### src/hw/rtl/hfq_pkg.sv
// ----------------------------------------------------------------------------
// hfq_pkg
// Shared types and constants for the heightfield height query block: field
// widths, operation and register codes, and the item passed from the front
// end to the back end through the queue.
// ----------------------------------------------------------------------------
package hfq_pkg;

	// Fixed field widths.
	localparam int unsigned CELL_W = 8;   // cells_across, cells_down
	localparam int unsigned IDX_W  = 16;  // vertex_index, store address
	localparam int unsigned H_W    = 24;  // heights
	localparam int unsigned POS_W  = 16;  // pos_x, pos_z

	localparam int H_MAX = 8388607;
	localparam int H_MIN = -8388608;

	// Parameter defaults.
	localparam int unsigned MAX_CELLS_DEF   = 255;
	localparam int unsigned FRAC_BITS_DEF   = 8;
	localparam int unsigned QUEUE_DEPTH_DEF = 4;

	// Fraction fields in the queue item are sized for the largest fraction width.
	localparam int unsigned FRAC_BITS_MAX = 12;
	localparam int unsigned FRAC_FIELD_W  = FRAC_BITS_MAX + 1;

	// Configuration port.
	localparam int unsigned ADDR_W = 3;
	localparam int unsigned DATA_W = 32;

	typedef enum logic [0:0] {
		OP_WRITE = 1'b0,
		OP_QUERY = 1'b1
	} hfq_op_t;

	typedef enum logic [0:0] {
		REG_CELLS_ACROSS = 1'b0,
		REG_CELLS_DOWN   = 1'b1
	} hfq_reg_t;

	// One classified item: either a store write or a query with its cell and
	// in-cell fractions already worked out.
	typedef struct packed {
		logic                    is_query;
		logic                    in_range;
		logic [CELL_W-1:0]       cell_x;
		logic [CELL_W-1:0]       cell_y;
		logic [FRAC_FIELD_W-1:0] frac_x;
		logic [FRAC_FIELD_W-1:0] frac_y;
		logic [IDX_W-1:0]        wr_index;
		logic [H_W-1:0]          wr_height;
	} hfq_item_t;

endpackage

### src/hw/rtl/hfq_front.sv
// ----------------------------------------------------------------------------
// hfq_front
// Classifies an incoming item. Queries get the grid range check, the cell
// coordinates and the in-cell fractions, with the far border clamped onto the
// last cell.
// ----------------------------------------------------------------------------
module hfq_front #(
	parameter int unsigned FRAC_BITS = hfq_pkg::FRAC_BITS_DEF
) (
	input  logic                              op,
	input  logic [hfq_pkg::IDX_W-1:0]         vertex_index,
	input  logic signed [hfq_pkg::H_W-1:0]    height_value,
	input  logic signed [hfq_pkg::POS_W-1:0]  pos_x,
	input  logic signed [hfq_pkg::POS_W-1:0]  pos_z,
	input  logic [hfq_pkg::CELL_W-1:0]        cells_across,
	input  logic [hfq_pkg::CELL_W-1:0]        cells_down,
	output hfq_pkg::hfq_item_t                item
);
	import hfq_pkg::*;

	localparam int unsigned GRID_W = CELL_W + FRAC_BITS;
	localparam int unsigned CW = ((GRID_W > POS_W) ? GRID_W : POS_W) + 2;
	localparam logic [FRAC_FIELD_W-1:0] FRAC_ONE = FRAC_FIELD_W'(1) << FRAC_BITS;

	logic signed [CW-1:0] px_e, pz_e, hx_e, hz_e, fx, fz;
	logic [CELL_W:0]      ix_raw, iy_raw;

	always_comb begin
		px_e = CW'(pos_x);
		pz_e = CW'(pos_z);
		hx_e = CW'({cells_across, {(FRAC_BITS-1){1'b0}}});
		hz_e = CW'({cells_down, {(FRAC_BITS-1){1'b0}}});
		fx = px_e + hx_e;
		fz = hz_e - pz_e;
		ix_raw = fx[FRAC_BITS +: CELL_W+1];
		iy_raw = fz[FRAC_BITS +: CELL_W+1];

		item = '0;
		item.is_query  = (op == OP_QUERY);
		item.in_range  = !((px_e < -hx_e) || (px_e > hx_e) ||
			(pz_e < -hz_e) || (pz_e > hz_e));
		item.wr_index  = vertex_index;
		item.wr_height = height_value;

		// A point on the far border belongs to the last cell at full fraction.
		if (ix_raw >= {1'b0, cells_across}) begin
			item.cell_x = cells_across - CELL_W'(1);
			item.frac_x = FRAC_ONE;
		end else begin
			item.cell_x = ix_raw[CELL_W-1:0];
			item.frac_x = FRAC_FIELD_W'(fx[FRAC_BITS-1:0]);
		end
		if (iy_raw >= {1'b0, cells_down}) begin
			item.cell_y = cells_down - CELL_W'(1);
			item.frac_y = FRAC_ONE;
		end else begin
			item.cell_y = iy_raw[CELL_W-1:0];
			item.frac_y = FRAC_FIELD_W'(fz[FRAC_BITS-1:0]);
		end
	end

endmodule

### config.mk
export PLATFORM = sky130hd
export DESIGN_NAME = hfq_front
export DESIGN_NICKNAME = d
export VERILOG_FILES = /design/src/hw/rtl/hfq_pkg.sv /design/src/hw/rtl/hfq_front.sv
export SDC_FILE = /design/constraint.sdc
export NUM_CORES = 1
export LEC_CHECK = 0
export BUFFER_PORTS_ARGS = -buffer_cell sky130_fd_sc_hd__clkbuf_2
export CAP_MARGIN = 30
export CORE_MARGIN = 5
export CORE_UTILIZATION = 50
export DETAILED_ROUTE_END_ITERATION = 10
export GPL_ROUTABILITY_DRIVEN = 0
export PLACE_DENSITY = 0.88
export SYNTH_ARGS = -nofsm -noshare
export SYNTH_HDL_FRONTEND = slang
export SYNTH_SLANG_ARGS = --single-unit
export TNS_END_PERCENT = 20
### constraint.sdc
create_clock -name vclk -period 7.4
set_input_delay 0 -clock vclk [all_inputs]
set_output_delay 0 -clock vclk [all_outputs]
set_load 0.01 [all_outputs]
==> impl.org <==
** Drt
- Post-detailed-route DRC marker count :: 0
- After detailed routing, the number of vias per cell comes to between 5 and 6.
- Violation count after the first detailed-routing iteration :: between 80 and 90
- Final antenna-violating net count :: 0
- The routed design has roughly 7.4 mm of wire.
- DR WL/cell :: between 10 and 15 um
- Vias :: between 2k and 3k
- Before antenna repair, the detailed router went through 4 iterations.

** Final layout
- Final sequential cell count :: 0
- Once layout is complete, the utilization of the core stands at between 50% and 60%.
- Area growth from synthesis to layout :: 4.94%
- Count of clock buffers in the final design :: 0
- Antenna Diode Count :: 0
- In the final design database the tool counted 584 nets.
- In the final layout, flip-flops and latches occupy 0 um^2.
- The post-route netlist has approximately 25% of its cells at a drive strength greater than 1.
- The finished layout holds 501 standard cells, fillers aside.
- Filler Cells Inserted :: approximately 560
- Summing all multi-input logic gate instances after layout gives ~2400 um^2.

** Clocking
- In this run, post-CTS hold repair placed 0 buffers.
- CTS-repair resized insts :: 0
- Total setup buffers inserted after CTS :: 0

** STA
- Unrepaired setup endpoints after global routing :: no
- Subtracting the final worst setup slack from the clock period gives approximately 3300 ps.
- Headroom to the max-slew limit came out at 65.7%.
- Number of max-slew violations in the final report :: 0
- Final Cycle Share :: 45.2%
- Hold Fails Final Rpt :: 0
- Final-layout setup total negative slack :: 0 ps
- Transition time of the tightest slew-check pin :: between 500 and 600 ps
- Achievable clock frequency :: between 200 and 300 MHz
- Setup violations remaining at the end of the flow were counted as 0.

** Flow run
- Maximum capacitance violations :: 0

** Floorplanning
- After floorplanning, the core was divided into 28 placement rows.
- For this design the top-level I/O count stands at approximately 170.
- The total area inside the core boundary comes to just under 6000 um^2.
- Starting Density :: 50.5%
- Die span in x :: around 87 um
- Vertical die dimension :: a little under 90 um
- The die covers between 7000 and 8000 um^2.

** Global route
- The number of antenna violations at the first check in global routing was 0.
- Global routing met2 resource utilization :: 36.7%
- Global routing met1 resource utilization :: 23.1%
- Global routing met3 resource utilization :: under 10%
- First-pass GRT wire length :: roughly 12 mm
- Via count of the first global-routing pass :: between 2k and 3k
- Total global routing overflow :: 0
- met2 is the most crowded layer.
- Across every metal layer, demand over resource in global routing totals 19.3%.
- Largest net degree at the start of global routing :: 18

** Min path
- Number of stages on the worst hold path :: 0
- Class of the tightest hold or removal check :: in -> out

** Logic synthesis
- In this run the cell area of the synthesized design comes to 2940 um^2.
- For this run, the number of Yosys warnings is 0.
- The synthesized netlist contains 51 unique library cells.
- Proportion of synthesized chip area in sequential cells :: 0%
- Synth Instances :: between 300 and 400
- By area, the combinational part of the netlist is dominated by adder cells.
- Parity-gate share of the synthesized area counting xor and xnor cells :: 9.84%
- Multiplexer fraction of the synthesized cell area :: under 10%
- Summing the areas of all compound-gate instances in the mapped netlist gives about a fifth of the synthesized area.
- After synthesis, the mean cell area works out to 7.57 um^2.
- The synthesized netlist devotes 18.1% of its cell area to simple gates.
- After Yosys synthesis, full adders, half adders and majority gates account for 28.8% of the synthesized area.

** Power and ir drop
- Worst voltage drop across the vdd grid :: between 0.06 and 0.07 mV
- Leakage :: 1.64 nW
- Pwr Density :: 102 nW/um^2

** Outcome
- Run status :: finished clean

** Setup path
- The worst setup path is of the in -> out kind.
- STA classifies the critical path endpoint as a primary output.
- The worst setup path is launched from a primary input.
- Along the worst path, the maximum fanout reaches 17.
- Data arrives at the worst endpoint at ~3300 ps.
- Data on the critical path is required at its endpoint by about 7400 ps.

** Place
- During placement, the flow inserted port buffers numbering a little over 80.
- The wire-length estimate of the detail-placed layout is between 6 and 7 mm.
- The number of placed instances, taps included, is around 500.
## metal layers
metal  vias to the layer above  routed length [um]
li1                       1390                   -
met1                      1282                2980
met2                       120                3780
met3                        16                 509
met4                         0                 143
met5                         -                   0
## layout make-up
| type | instances | share of cell area, % |
|---|---|---|
| Inverter | 40 | 4.87 |
| Tap cell | 75 | 3.04 |
| Multi-Input combinational cell | 303 | 78.6 |
| Timing Repair Buffer | 83 | 13.5 |
## cells by family after synthesis
kind of cell             count (synthesis)
AND/OR/NAND/NOR                        100
AO/OA/AOI/OAI                           79
adder cells (fa/ha/maj)                 67
buffers and inverters                   92
XOR/XNOR                                33
other                                    1
multiplexers                            16
## where the power goes
part / switching, mW / internal, mW / leakage, nW / total [mW]
clock: 0 / 0 / 0 / 0
combinational: 0.177 / 0.139 / 1.64 / 0.316
sequential: 0 / 0 / 0 / 0
total: 0.177 / 0.139 / 1.64 / 0.316
## worst paths after layout
path             from  endpoint  slack [ps]
max     cells_down[0]  item[73]        4060
min   height_value[1]   item[1]       0.003
## placed cells by master (no fill, tap or decap), types with 3 or more instances in the layout
cell | Yosys | routed
sky130_fd_sc_hd__clkbuf_2 | 0 | 83
sky130_fd_sc_hd__ha_1 | 66 | 66
sky130_fd_sc_hd__inv_1 | 40 | 40
sky130_fd_sc_hd__nor2_1 | 29 | 29
sky130_fd_sc_hd__xnor2_1 | 20 | 20
sky130_fd_sc_hd__o21ai_0 | 18 | 18
sky130_fd_sc_hd__a21oi_1 | 17 | 17
sky130_fd_sc_hd__nand2_1 | 17 | 17
sky130_fd_sc_hd__mux2_2 | 14 | 14
sky130_fd_sc_hd__xor2_1 | 13 | 13
sky130_fd_sc_hd__nor3_1 | 10 | 10
sky130_fd_sc_hd__and2_1 | 8 | 8
sky130_fd_sc_hd__conb_1 | 1 | 8
sky130_fd_sc_hd__nor4_1 | 7 | 7
sky130_fd_sc_hd__a21o_1 | 7 | 7
sky130_fd_sc_hd__nand2b_1 | 6 | 6
sky130_fd_sc_hd__a31oi_1 | 6 | 6
sky130_fd_sc_hd__nand3_1 | 6 | 6
sky130_fd_sc_hd__o21a_1 | 5 | 5
sky130_fd_sc_hd__nor2b_1 | 4 | 4
sky130_fd_sc_hd__a211oi_1 | 4 | 4
sky130_fd_sc_hd__o211ai_1 | 3 | 3
## cells in the mapped netlist, types with 2 or more instances
library cell                 n  area [um^2]
sky130_fd_sc_hd__ha_1       66          826
sky130_fd_sc_hd__buf_4      50          375
sky130_fd_sc_hd__inv_1      40          150
sky130_fd_sc_hd__nor2_1     29          109
sky130_fd_sc_hd__xnor2_1    20          175
sky130_fd_sc_hd__o21ai_0    18         90.1
sky130_fd_sc_hd__a21oi_1    17         85.1
sky130_fd_sc_hd__nand2_1    17         63.8
sky130_fd_sc_hd__mux2_2     14          158
sky130_fd_sc_hd__xor2_1     13          114
sky130_fd_sc_hd__nor3_1     10         50.1
sky130_fd_sc_hd__and2_1      8         50.1
sky130_fd_sc_hd__a21o_1      7         52.6
sky130_fd_sc_hd__nor4_1      7         43.8
sky130_fd_sc_hd__a31oi_1     6         37.5
sky130_fd_sc_hd__nand2b_1    6         37.5
sky130_fd_sc_hd__nand3_1     6         30.0
sky130_fd_sc_hd__o21a_1      5         37.5
sky130_fd_sc_hd__a211oi_1    4         30.0
sky130_fd_sc_hd__nor2b_1     4         25.0
sky130_fd_sc_hd__o211ai_1    3         22.5
sky130_fd_sc_hd__a21boi_0    2         15.0
sky130_fd_sc_hd__and3_1      2         12.5
sky130_fd_sc_hd__mux2i_1     2         20.0
sky130_fd_sc_hd__nand4_1     2         12.5
sky130_fd_sc_hd__nor3b_2     2         25.0
sky130_fd_sc_hd__nor4b_1     2         17.5
sky130_fd_sc_hd__o2111ai_1   2         17.5
sky130_fd_sc_hd__o21bai_1    2         15.0
## per-stage QoR
stage	hold WS, ps	cell area [um^2]	worst slack (ps)	power, mW
2_1_floorplan	83.9	2960	4620	0.240
3_3_place_gp	0.0686	3080	4220	0.303
3_5_place_dp	0.0686	3080	4100	0.314
4_1_cts	0.0686	3080	4080	0.316
5_1_grt	0.0150	3080	3820	0.352
6_report	0.00282	3080	4060	0.316
## critical path, cell delays in order
cell,delay (ps)
sky130_fd_sc_hd__clkbuf_2,140
sky130_fd_sc_hd__ha_1,330
sky130_fd_sc_hd__nor3b_2,190
sky130_fd_sc_hd__a311oi_2,360
sky130_fd_sc_hd__o21ai_0,210
sky130_fd_sc_hd__a21oi_1,220
sky130_fd_sc_hd__xnor2_1,110
sky130_fd_sc_hd__ha_1,210
sky130_fd_sc_hd__a2111oi_0,440
sky130_fd_sc_hd__o21ai_0,200
sky130_fd_sc_hd__o211ai_1,180
sky130_fd_sc_hd__nand3_4,260
sky130_fd_sc_hd__mux2_2,350
sky130_fd_sc_hd__clkbuf_2,130
Note: power is estimated with default switching activity, not from simulation.
