==> src/hw/rtl/hfq_pkg.sv <==
// ----------------------------------------------------------------------------
// hfq_pkg
// Shared types and constants for the heightfield height query block: field
// widths, operation and register codes, and the item passed from the front
// end to the back end through the queue.
// ----------------------------------------------------------------------------
package hfq_pkg;

	// Fixed field widths.
	localparam int unsigned CELL_W = 8;   // cells_across, cells_down
	localparam int unsigned IDX_W  = 16;  // vertex_index, store address
	localparam int unsigned H_W    = 24;  // heights
	localparam int unsigned POS_W  = 16;  // pos_x, pos_z

	localparam int H_MAX = 8388607;
	localparam int H_MIN = -8388608;

	// Parameter defaults.
	localparam int unsigned MAX_CELLS_DEF   = 255;
	localparam int unsigned FRAC_BITS_DEF   = 8;
	localparam int unsigned QUEUE_DEPTH_DEF = 4;

	// Fraction fields in the queue item are sized for the largest fraction width.
	localparam int unsigned FRAC_BITS_MAX = 12;
	localparam int unsigned FRAC_FIELD_W  = FRAC_BITS_MAX + 1;

	// Configuration port.
	localparam int unsigned ADDR_W = 3;
	localparam int unsigned DATA_W = 32;

	typedef enum logic [0:0] {
		OP_WRITE = 1'b0,
		OP_QUERY = 1'b1
	} hfq_op_t;

	typedef enum logic [0:0] {
		REG_CELLS_ACROSS = 1'b0,
		REG_CELLS_DOWN   = 1'b1
	} hfq_reg_t;

	// One classified item: either a store write or a query with its cell and
	// in-cell fractions already worked out.
	typedef struct packed {
		logic                    is_query;
		logic                    in_range;
		logic [CELL_W-1:0]       cell_x;
		logic [CELL_W-1:0]       cell_y;
		logic [FRAC_FIELD_W-1:0] frac_x;
		logic [FRAC_FIELD_W-1:0] frac_y;
		logic [IDX_W-1:0]        wr_index;
		logic [H_W-1:0]          wr_height;
	} hfq_item_t;

endpackage

==> src/hw/rtl/hfq_queue.sv <==
// ----------------------------------------------------------------------------
// hfq_queue
// Small first-in first-out queue of classified items between the front end
// and the back end.
// ----------------------------------------------------------------------------
module hfq_queue #(
	parameter int unsigned DEPTH = hfq_pkg::QUEUE_DEPTH_DEF
) (
	input  logic               clk,
	input  logic               arst_n,
	input  logic               push,
	input  hfq_pkg::hfq_item_t push_item,
	input  logic               pop,
	output hfq_pkg::hfq_item_t head_item,
	output logic               empty,
	output logic               full
);
	import hfq_pkg::*;

	localparam int unsigned PTR_W = (DEPTH > 1) ? $clog2(DEPTH) : 1;
	localparam int unsigned CNT_W = $clog2(DEPTH + 1);

	hfq_item_t        entry_q [DEPTH];
	logic [PTR_W-1:0] wr_ptr_q, rd_ptr_q;
	logic [CNT_W-1:0] count_q;
	logic             push_ok, pop_ok;

	assign empty     = (count_q == '0);
	assign full      = (count_q == CNT_W'(DEPTH));
	assign push_ok   = push && !full;
	assign pop_ok    = pop && !empty;
	assign head_item = entry_q[rd_ptr_q];

	always_ff @(posedge clk or negedge arst_n) begin
		if (!arst_n) begin
			wr_ptr_q <= '0;
			rd_ptr_q <= '0;
			count_q  <= '0;
		end else begin
			if (push_ok) begin
				wr_ptr_q <= (wr_ptr_q == PTR_W'(DEPTH-1)) ? '0 : wr_ptr_q + PTR_W'(1);
			end
			if (pop_ok) begin
				rd_ptr_q <= (rd_ptr_q == PTR_W'(DEPTH-1)) ? '0 : rd_ptr_q + PTR_W'(1);
			end
			if (push_ok && !pop_ok) begin
				count_q <= count_q + CNT_W'(1);
			end else if (pop_ok && !push_ok) begin
				count_q <= count_q - CNT_W'(1);
			end
		end
	end

	always_ff @(posedge clk) begin
		if (push_ok) begin
			entry_q[wr_ptr_q] <= push_item;
		end
	end

`ifndef ASSERT_OFF
	a_count_bound: assert property (@(posedge clk) disable iff (!arst_n)
		count_q <= CNT_W'(DEPTH))
		else $error("queue count beyond depth");

	a_push_fills: assert property (@(posedge clk) disable iff (!arst_n)
		push && !full && !pop |=> !empty)
		else $error("queue empty after a push");
`endif

endmodule

==> config.mk <==
export PLATFORM = sky130hd
export DESIGN_NAME = hfq_queue
export DESIGN_NICKNAME = d
export VERILOG_FILES = /design/src/hw/rtl/hfq_pkg.sv /design/src/hw/rtl/hfq_queue.sv
export SDC_FILE = /design/constraint.sdc
export NUM_CORES = 1
export LEC_CHECK = 0
export BUFFER_PORTS_ARGS = -buffer_cell sky130_fd_sc_hd__buf_2
export CORE_MARGIN = 8
export CORE_UTILIZATION = 35
export DETAILED_ROUTE_END_ITERATION = 10
export PLACE_DENSITY = 0.56
export SYNTH_ARGS = -nofsm -noshare
export SYNTH_HDL_FRONTEND = slang
export SYNTH_SLANG_ARGS = --single-unit
export TNS_END_PERCENT = 100
==> constraint.sdc <==
create_clock -name clk -period 13.2 [get_ports clk]
set_input_delay 2.64 -clock clk [delete_from_list [all_inputs] [get_ports clk]]
set_output_delay 2.64 -clock clk [all_outputs]
set_load 0.05 [all_outputs]
==> results.sh, run 1 <==
export IMPL_endpoint_kind="output port"
export IMPL_max_freq_mhz=170.4
export IMPL_finalWirelength_microns=25420
export IMPL_vias_per_cell=4.783
export IMPL_root_buffer="clkbuf_16"
export IMPL_cts_buffer_depth=3
export IMPL_grt_pass1_vias=6452
export IMPL_slew_viol_final=0
export IMPL_cts_hold_buf=0
export IMPL_cts_made_buffers=37
export IMPL_place_congestion=0.6857
export IMPL_drcViolationCount=0
export IMPL_finClkSkew_ns=0.01188
export IMPL_layout_min_cycle_time_ns=5.870
export IMPL_cts_resized=0
export IMPL_pwr_share_comb=0.364
export IMPL_chipWidth_microns=205.7
export IMPL_arrival_ns=3.23
export IMPL_use_met2=0.2128
export IMPL_fill_cells=3055
export IMPL_relSlewSlack=0.4011
export IMPL_power_leakage_nw=5.055
export IMPL_synth_cell_types=23
export IMPL_maxCapViolCount=0
export IMPL_finalSetupTns_ns=0
export IMPL_seqPwrFrac=0.399
export IMPL_grt_pass1_wl_microns=38790
export IMPL_clkTransAtPathRegs_ns=0.06
export IMPL_hold_viol_final=0
export IMPL_numPortBuffers=173
export IMPL_post_cts_buffers=0
export IMPL_nets=771
export IMPL_grt_max_degree=49
export IMPL_synth_top_family_by_area="multiplexers"
export IMPL_vias=5539
export IMPL_die_y_microns=205.7
export IMPL_rows=69
export IMPL_regArea_sq_um=10270
export IMPL_crit_end="head_item[39]"
export IMPL_dpl_hpwl_microns=15560
export IMPL_pin_count=174
export IMPL_dpl_instance_area_sq_um=13940
export IMPL_drt_iter0_drc=151
export IMPL_synth_compound_area_frac=0.001589
export IMPL_cts_sinks=343
export IMPL_timing_final_ws_setup_ns=7.330
export IMPL_syn_num_nets=571
export IMPL_finalInstanceArea_sq_um=15010
export IMPL_worstMarginPinSlew_ns=0.8983
export IMPL_hp_class="flip-flop to flip-flop"
export IMPL_cp_start_kind="flip-flop"
export IMPL_synth_seq_cells=343
export IMPL_startpoint="rd_ptr_q[0]"
export IMPL_r2r_slack_ns=10.54
export IMPL_design_die_area_sq_um=42320
export IMPL_dr_pass1_iters=4
export IMPL_drive_above_1_share=0.4591
export IMPL_fin_crit_sh=0.4447
export IMPL_grt_usage=0.1217
export IMPL_path_max_fanout=44
export IMPL_synthAdderAreaFrac=0.007549
export IMPL_cts_htree_levels=2
export IMPL_start_util=0.3550
export IMPL_setup_violations=0
export IMPL_layoutNonFillerInstCount=1158
export IMPL_antenna_found_initial=4
export IMPL_diodes=0
export IMPL_yosys_area_share_simple=0.005165
export IMPL_preCtsSetupSlack_ns=7.691
export IMPL_status="finished, final reports clean"
export IMPL_power_switching_w=0.001493
export IMPL_rr_startpoint="count_q[2]"
export IMPL_synth_xor_area_share=0.002086
export IMPL_core_area_sq_um=35480
export IMPL_path_class="flip-flop to output port"
export IMPL_postSynthCellCount=476
export IMPL_rr_worst_depth=4
export IMPL_syn_to_final_growth_pct=19.16
export IMPL_synth_area_sq_um=12600
export IMPL_grtUsageMet1=0.1424
export IMPL_clock_latency_ns=0.51
export IMPL_cp_data_required_time_ns=10.56
export IMPL_grt_met3_usage=0.03841
export IMPL_clockPowerShare=0.237
export IMPL_yosysWarnings=0
export IMPL_syn_avg_cell_area_sq_um=26.46
export IMPL_worstReg2RegEnd="entry_q[0][30]"
export IMPL_intPower_w=0.002410
export IMPL_power_share_switching=0.3825
export IMPL_grt_busiest_layer="met2"
export IMPL_multi_input_area_sq_um=2158
export IMPL_post_drt_wl_per_cell_microns=21.95
export IMPL_cts_tree="yes"
export IMPL_holdPathStages=1
export IMPL_max_vdd_ir_drop_mv=0.2196
export IMPL_rsz0062_at_grt="no"
export IMPL_power_density_nw_per_um2=260.0
export IMPL_synth_mux_area_frac=0.1538
export IMPL_grt_overflow_total=0
export IMPL_yosysSeqAreaShare=0.8149
export IMPL_power_w=0.003903
export IMPL_final_antenna_net_count=0
export IMPL_place_inst=1098
## critical path, stage by stage (launching register included)
cell,delay [ns]
dfrtp_4,1.00
buf_4,0.84
mux4_2,0.63
buf_2,0.24
## cell usage in the layout (no fill, tap or decap), types with 2 or more instances in the layout
cell type	count
mux2_2	4
clkbuf_1	8
dfrtp_4	2
buf_4	7
inv_1	3
xor2_1	2
nor3_1	2
edfxtp_1	336
nor2_1	2
bufinv_16	2
clkinv_1	9
and2_4	3
ha_1	6
clkbuf_16	37
dfrtp_1	5
buf_2	173
clkinv_2	3
mux4_2	84
## worst min path at each step
| stage | startpoint | end | slack [ns] |
|---|---|---|---|
| detailed placement | count_q[2] | count_q[2] | 0.55 |
| finish | count_q[2] | count_q[2] | 0.56 |
| global placement | count_q[2] | count_q[2] | 0.51 |
| global route | count_q[2] | count_q[2] | 0.57 |
| CTS | count_q[2] | count_q[2] | 0.56 |
| floorplan | count_q[2] | count_q[2] | 0.49 |
## power groups by stage
| stage | registers, W | clock network, W | logic [W] |
|---|---|---|---|
| final | 0.00156 | 0.000925 | 0.00142 |
| after global routing | 0.00159 | 0.000994 | 0.00150 |
| after CTS | 0.00157 | 0.000960 | 0.00146 |
| after detailed placement | 0.00159 | 0 | 0.00145 |
| after global placement | 0.00157 | 0 | 0.00144 |
| after floorplan | 0.00151 | 0 | 0.00120 |
## logic make-up (layout without fill, tap and decap cells)
kind of cell,count (synthesis),after routing
DFF,343,343
buffers and inverters,22,243
adders and majority gates,7,7
muxes,88,88
xor gates and xnor gates,3,3
and+or+nand+nor,11,11
AOI/OAI and AO/OA,2,2
## state kept, by name (all words and copies together), names as in the netlist
| name | flops |
|---|---|
| entry_q | 336 |
| wr_ptr_q | 2 |
| rd_ptr_q | 2 |
| count_q | 3 |
## layer usage
layer / up-vias / wire length, microns
li1: 2451 / -
met1: 2896 / 9973
met2: 143 / 13120
met3: 43 / 1794
met4: 6 / 494
met5: - / 34
## layout make-up
cell class / count / share of cell area
sequential: 343 / 0.6843
timing repair buffer: 180 / 0.06118
clock buffer: 45 / 0.06368
multi-input combinational: 111 / 0.1438
inverter: 3 / 0.0007502
tap: 461 / 0.03843
clock inverter: 15 / 0.007835
## stage by stage
stage,hold WS (ns),util
2_1_floorplan,0.4927,-
3_3_place_gp,0.5089,0.3928
3_5_place_dp,0.5501,0.3928
4_1_cts,0.5613,0.4230
5_1_grt,0.5746,0.4230
6_report,0.5611,0.4230
## cells in the mapped netlist (all sizes together)
library cell	instances	share of area
nor2	3	0.00089
mux4	84	0.15
and2	3	0.0015
inv	3	0.00089
dfrtp	7	0.014
edfxtp	336	0.80
o31ai	1	0.00099
xnor2	1	0.00070
mux2	4	0.0036
a21o	1	0.00060
nor2b	1	0.00070
nand2	1	0.00030
ha	6	0.0060
buf	19	0.014
nor3b	1	0.00099
xor2	2	0.0014
fa	1	0.0016
nor3	2	0.00079
Power figures use the tool's default switching activity.
==> inputs of run 2 (changes only) <==
--- a/config.mk
+++ b/config.mk
@@ -9,7 +9,7 @@
 export CORE_MARGIN = 8
 export CORE_UTILIZATION = 35
 export DETAILED_ROUTE_END_ITERATION = 10
-export PLACE_DENSITY = 0.56
+export PLACE_DENSITY = 0.58
 export SYNTH_ARGS = -nofsm -noshare
 export SYNTH_HDL_FRONTEND = slang
 export SYNTH_SLANG_ARGS = --single-unit
==> constraint.sdc (replaced) <==
create_clock -name clk -period 5.1 [get_ports clk]
set_input_delay 1.02 -clock clk [delete_from_list [all_inputs] [get_ports clk]]
set_output_delay 1.02 -clock clk [all_outputs]
set_load 0.05 [all_outputs]
==> run 2 against run 1 <==
- sequential share of layout area down 0.35 points
- clock power grew to 2.6 times the previous value
- flip-flop and latch count unchanged
- total power grew to 2.6 times the previous value
- utilization is 0.22 points higher
- sequential power grew to 2.6 times the previous value
- non-clock buffer count increased by 4
- hold slack lost 0.23 ns
- highest routed layer unchanged
- wire length is essentially flat
- register-to-register slack got worse by 7.9 ns
- largest cell class unchanged
- setup slack got worse by 6.0 ns
- cell count increased by 0.86%
==> results.sh, run 2 (same netlist as run 1, synthesis figures left out) <==
export IMPL_die_y_microns=205.7
export IMPL_grt_overflow_total=0
export IMPL_slew_viol_final=0
export IMPL_max_vdd_ir_drop_mv=0.4850
export IMPL_vias_per_cell=4.836
export IMPL_cts_buffer_depth=3
export IMPL_finalSetupTns_ns=0
export IMPL_final_antenna_net_count=0
export IMPL_largest_reg_flops=336
export IMPL_finalWirelength_microns=25430
export IMPL_drcViolationCount=0
export IMPL_pin_count=174
export IMPL_antenna_found_initial=3
export IMPL_diodes=0
export IMPL_grt_max_degree=72
export IMPL_status="finished, final reports clean"
export IMPL_cp_top_family="flip-flops"
export IMPL_rsz0062_at_grt="no"
export IMPL_grt_usage=0.1201
export IMPL_fin_crit_sh=0.7379
export IMPL_nets=776
export IMPL_top_register="entry_q"
export IMPL_fill_cells=3037
export IMPL_max_stage_delay_ns=0.93
export IMPL_cts_sinks=343
export IMPL_cp_start_kind="flip-flop"
export IMPL_finClkSkew_ns=0.01109
export IMPL_drive_above_1_share=0.4696
export IMPL_dpl_hpwl_microns=16030
export IMPL_endpoint_kind="output port"
export IMPL_setup_violations=0
export IMPL_multi_input_area_sq_um=2158
export IMPL_numPortBuffers=173
export IMPL_hp_class="primary input to async pin"
export IMPL_drt_iter0_drc=271
export IMPL_root_buffer="clkbuf_16"
export IMPL_chipWidth_microns=205.7
export IMPL_maxCapViolCount=0
export IMPL_startpoint="rd_ptr_q[0]"
export IMPL_max_freq_mhz=265.7
export IMPL_cts_htree_levels=2
export IMPL_path_class="flip-flop to output port"
export IMPL_final_cell_mix="336 x edfxtp_1, 173 x buf_2, 84 x mux4_2"
export IMPL_grt_met3_usage=0.03826
export IMPL_power_density_nw_per_um2=673.4
export IMPL_start_util=0.3550
export IMPL_layout_commonest_cell="edfxtp_1"
export IMPL_clkTransAtPathRegs_ns=0.05
export IMPL_design_die_area_sq_um=42320
export IMPL_timing_final_ws_setup_ns=1.337
export IMPL_grt_pass1_vias=6474
export IMPL_post_drt_wl_per_cell_microns=21.78
export IMPL_path_cells="buf_4 -> mux4_2 -> buf_2"
export IMPL_arrival_ns=2.74
export IMPL_reg_top3="entry_q (336), count_q (3)"
export IMPL_syn_to_final_growth_pct=19.78
export IMPL_vias=5648
export IMPL_preCtsSetupSlack_ns=1.803
export IMPL_power_leakage_nw=5.085
export IMPL_grtUsageMet1=0.1498
export IMPL_cp_data_required_time_ns=4.08
export IMPL_post_cts_buffers=0
export IMPL_cp_num_buf_inv=2
export IMPL_cts_tree="yes"
export IMPL_place_congestion=0.7164
export IMPL_regArea_sq_um=10270
export IMPL_cts_resized=0
export IMPL_layout_min_cycle_time_ns=3.763
export IMPL_critPathSlowestCell="dfrtp_4"
export IMPL_hold_viol_final=0
export IMPL_dr_pass1_iters=4
export IMPL_worstMarginPinSlew_ns=1.144
export IMPL_relSlewSlack=0.2373
export IMPL_clock_latency_ns=0.52
export IMPL_rows=69
export IMPL_cts_made_buffers=38
export IMPL_rr_startpoint="count_q[2]"
export IMPL_core_area_sq_um=35480
export IMPL_grt_pass1_wl_microns=38550
export IMPL_grt_busiest_layer="met2"
export IMPL_path_max_fanout=39
export IMPL_cts_hold_buf=0
export IMPL_use_met2=0.1997
==> run 2: cell types whose count changed in the layout (fill, tap and decap cells not counted), sizes merged <==
cell      before  now
inv            3    5
bufinv         2    0
buf          180  184
clkinvlp       0    4
clkinv        13   12
clkbuf        45   48
==> run 2: worst reg2reg max path, delay by kind of cell (launching register included) <==
| family | cells | cell delay (ns) |
|---|---|---|
| buffers and inverters | 1 | 0.48 |
| AND/OR/NAND/NOR | 3 | 1.22 |
| flip-flops | 1 | 0.42 |
==> run 2: where the power goes <==
group | internal [W] | switching [W]
clock | 0.00138 | 0.00104
sequential | 0.00372 | 0.000353
combinational | 0.00112 | 0.00254
total | 0.00623 | 0.00393
==> run 2: final timing paths <==
check | cells after the start | slack [ns] | end
worst max-delay path | 3 | 1.34 | head_item[15]
worst min-delay path | 1 | 0.33 | wr_ptr_q[1]
worst max register to register | 4 | 2.63 | entry_q[0][25]
worst min register to register | 1 | 0.54 | count_q[2]
max in group asynchronous | 1 | 4.59 | rd_ptr_q[1]
min in group clk | 1 | 0.54 | count_q[2]
==> run 2: layout make-up <==
type | count | share of cell area
sequential | 343 | 0.6808
multi-input combinational | 111 | 0.1430
clock buffer | 48 | 0.06551
timing repair buffer | 184 | 0.06369
tap | 461 | 0.03823
clock inverter | 18 | 0.007961
inverter | 3 | 0.0007463
==> run 2: routing by layer <==
layer	routed length, microns	part of all wire
met1	10550	0.41
met2	12510	0.49
met3	1897	0.075
met4	454	0.018
met5	27	0.0011
==> run 2: stage by stage <==
stage                     instance area (sq um)  hold slack, ns  total power (W)  cells  utilization
after floorplan                           12600          0.4927         0.007016    476            -
after global placement                    13980          0.5117         0.007819   1102       0.3940
after detailed placement                  13980          0.5229         0.007903   1102       0.3940
after CTS                                 15090          0.3073          0.01036   1168       0.4252
after global routing                      15090          0.3193          0.01061   1168       0.4252
final                                     15090          0.3287          0.01016   1168       0.4252
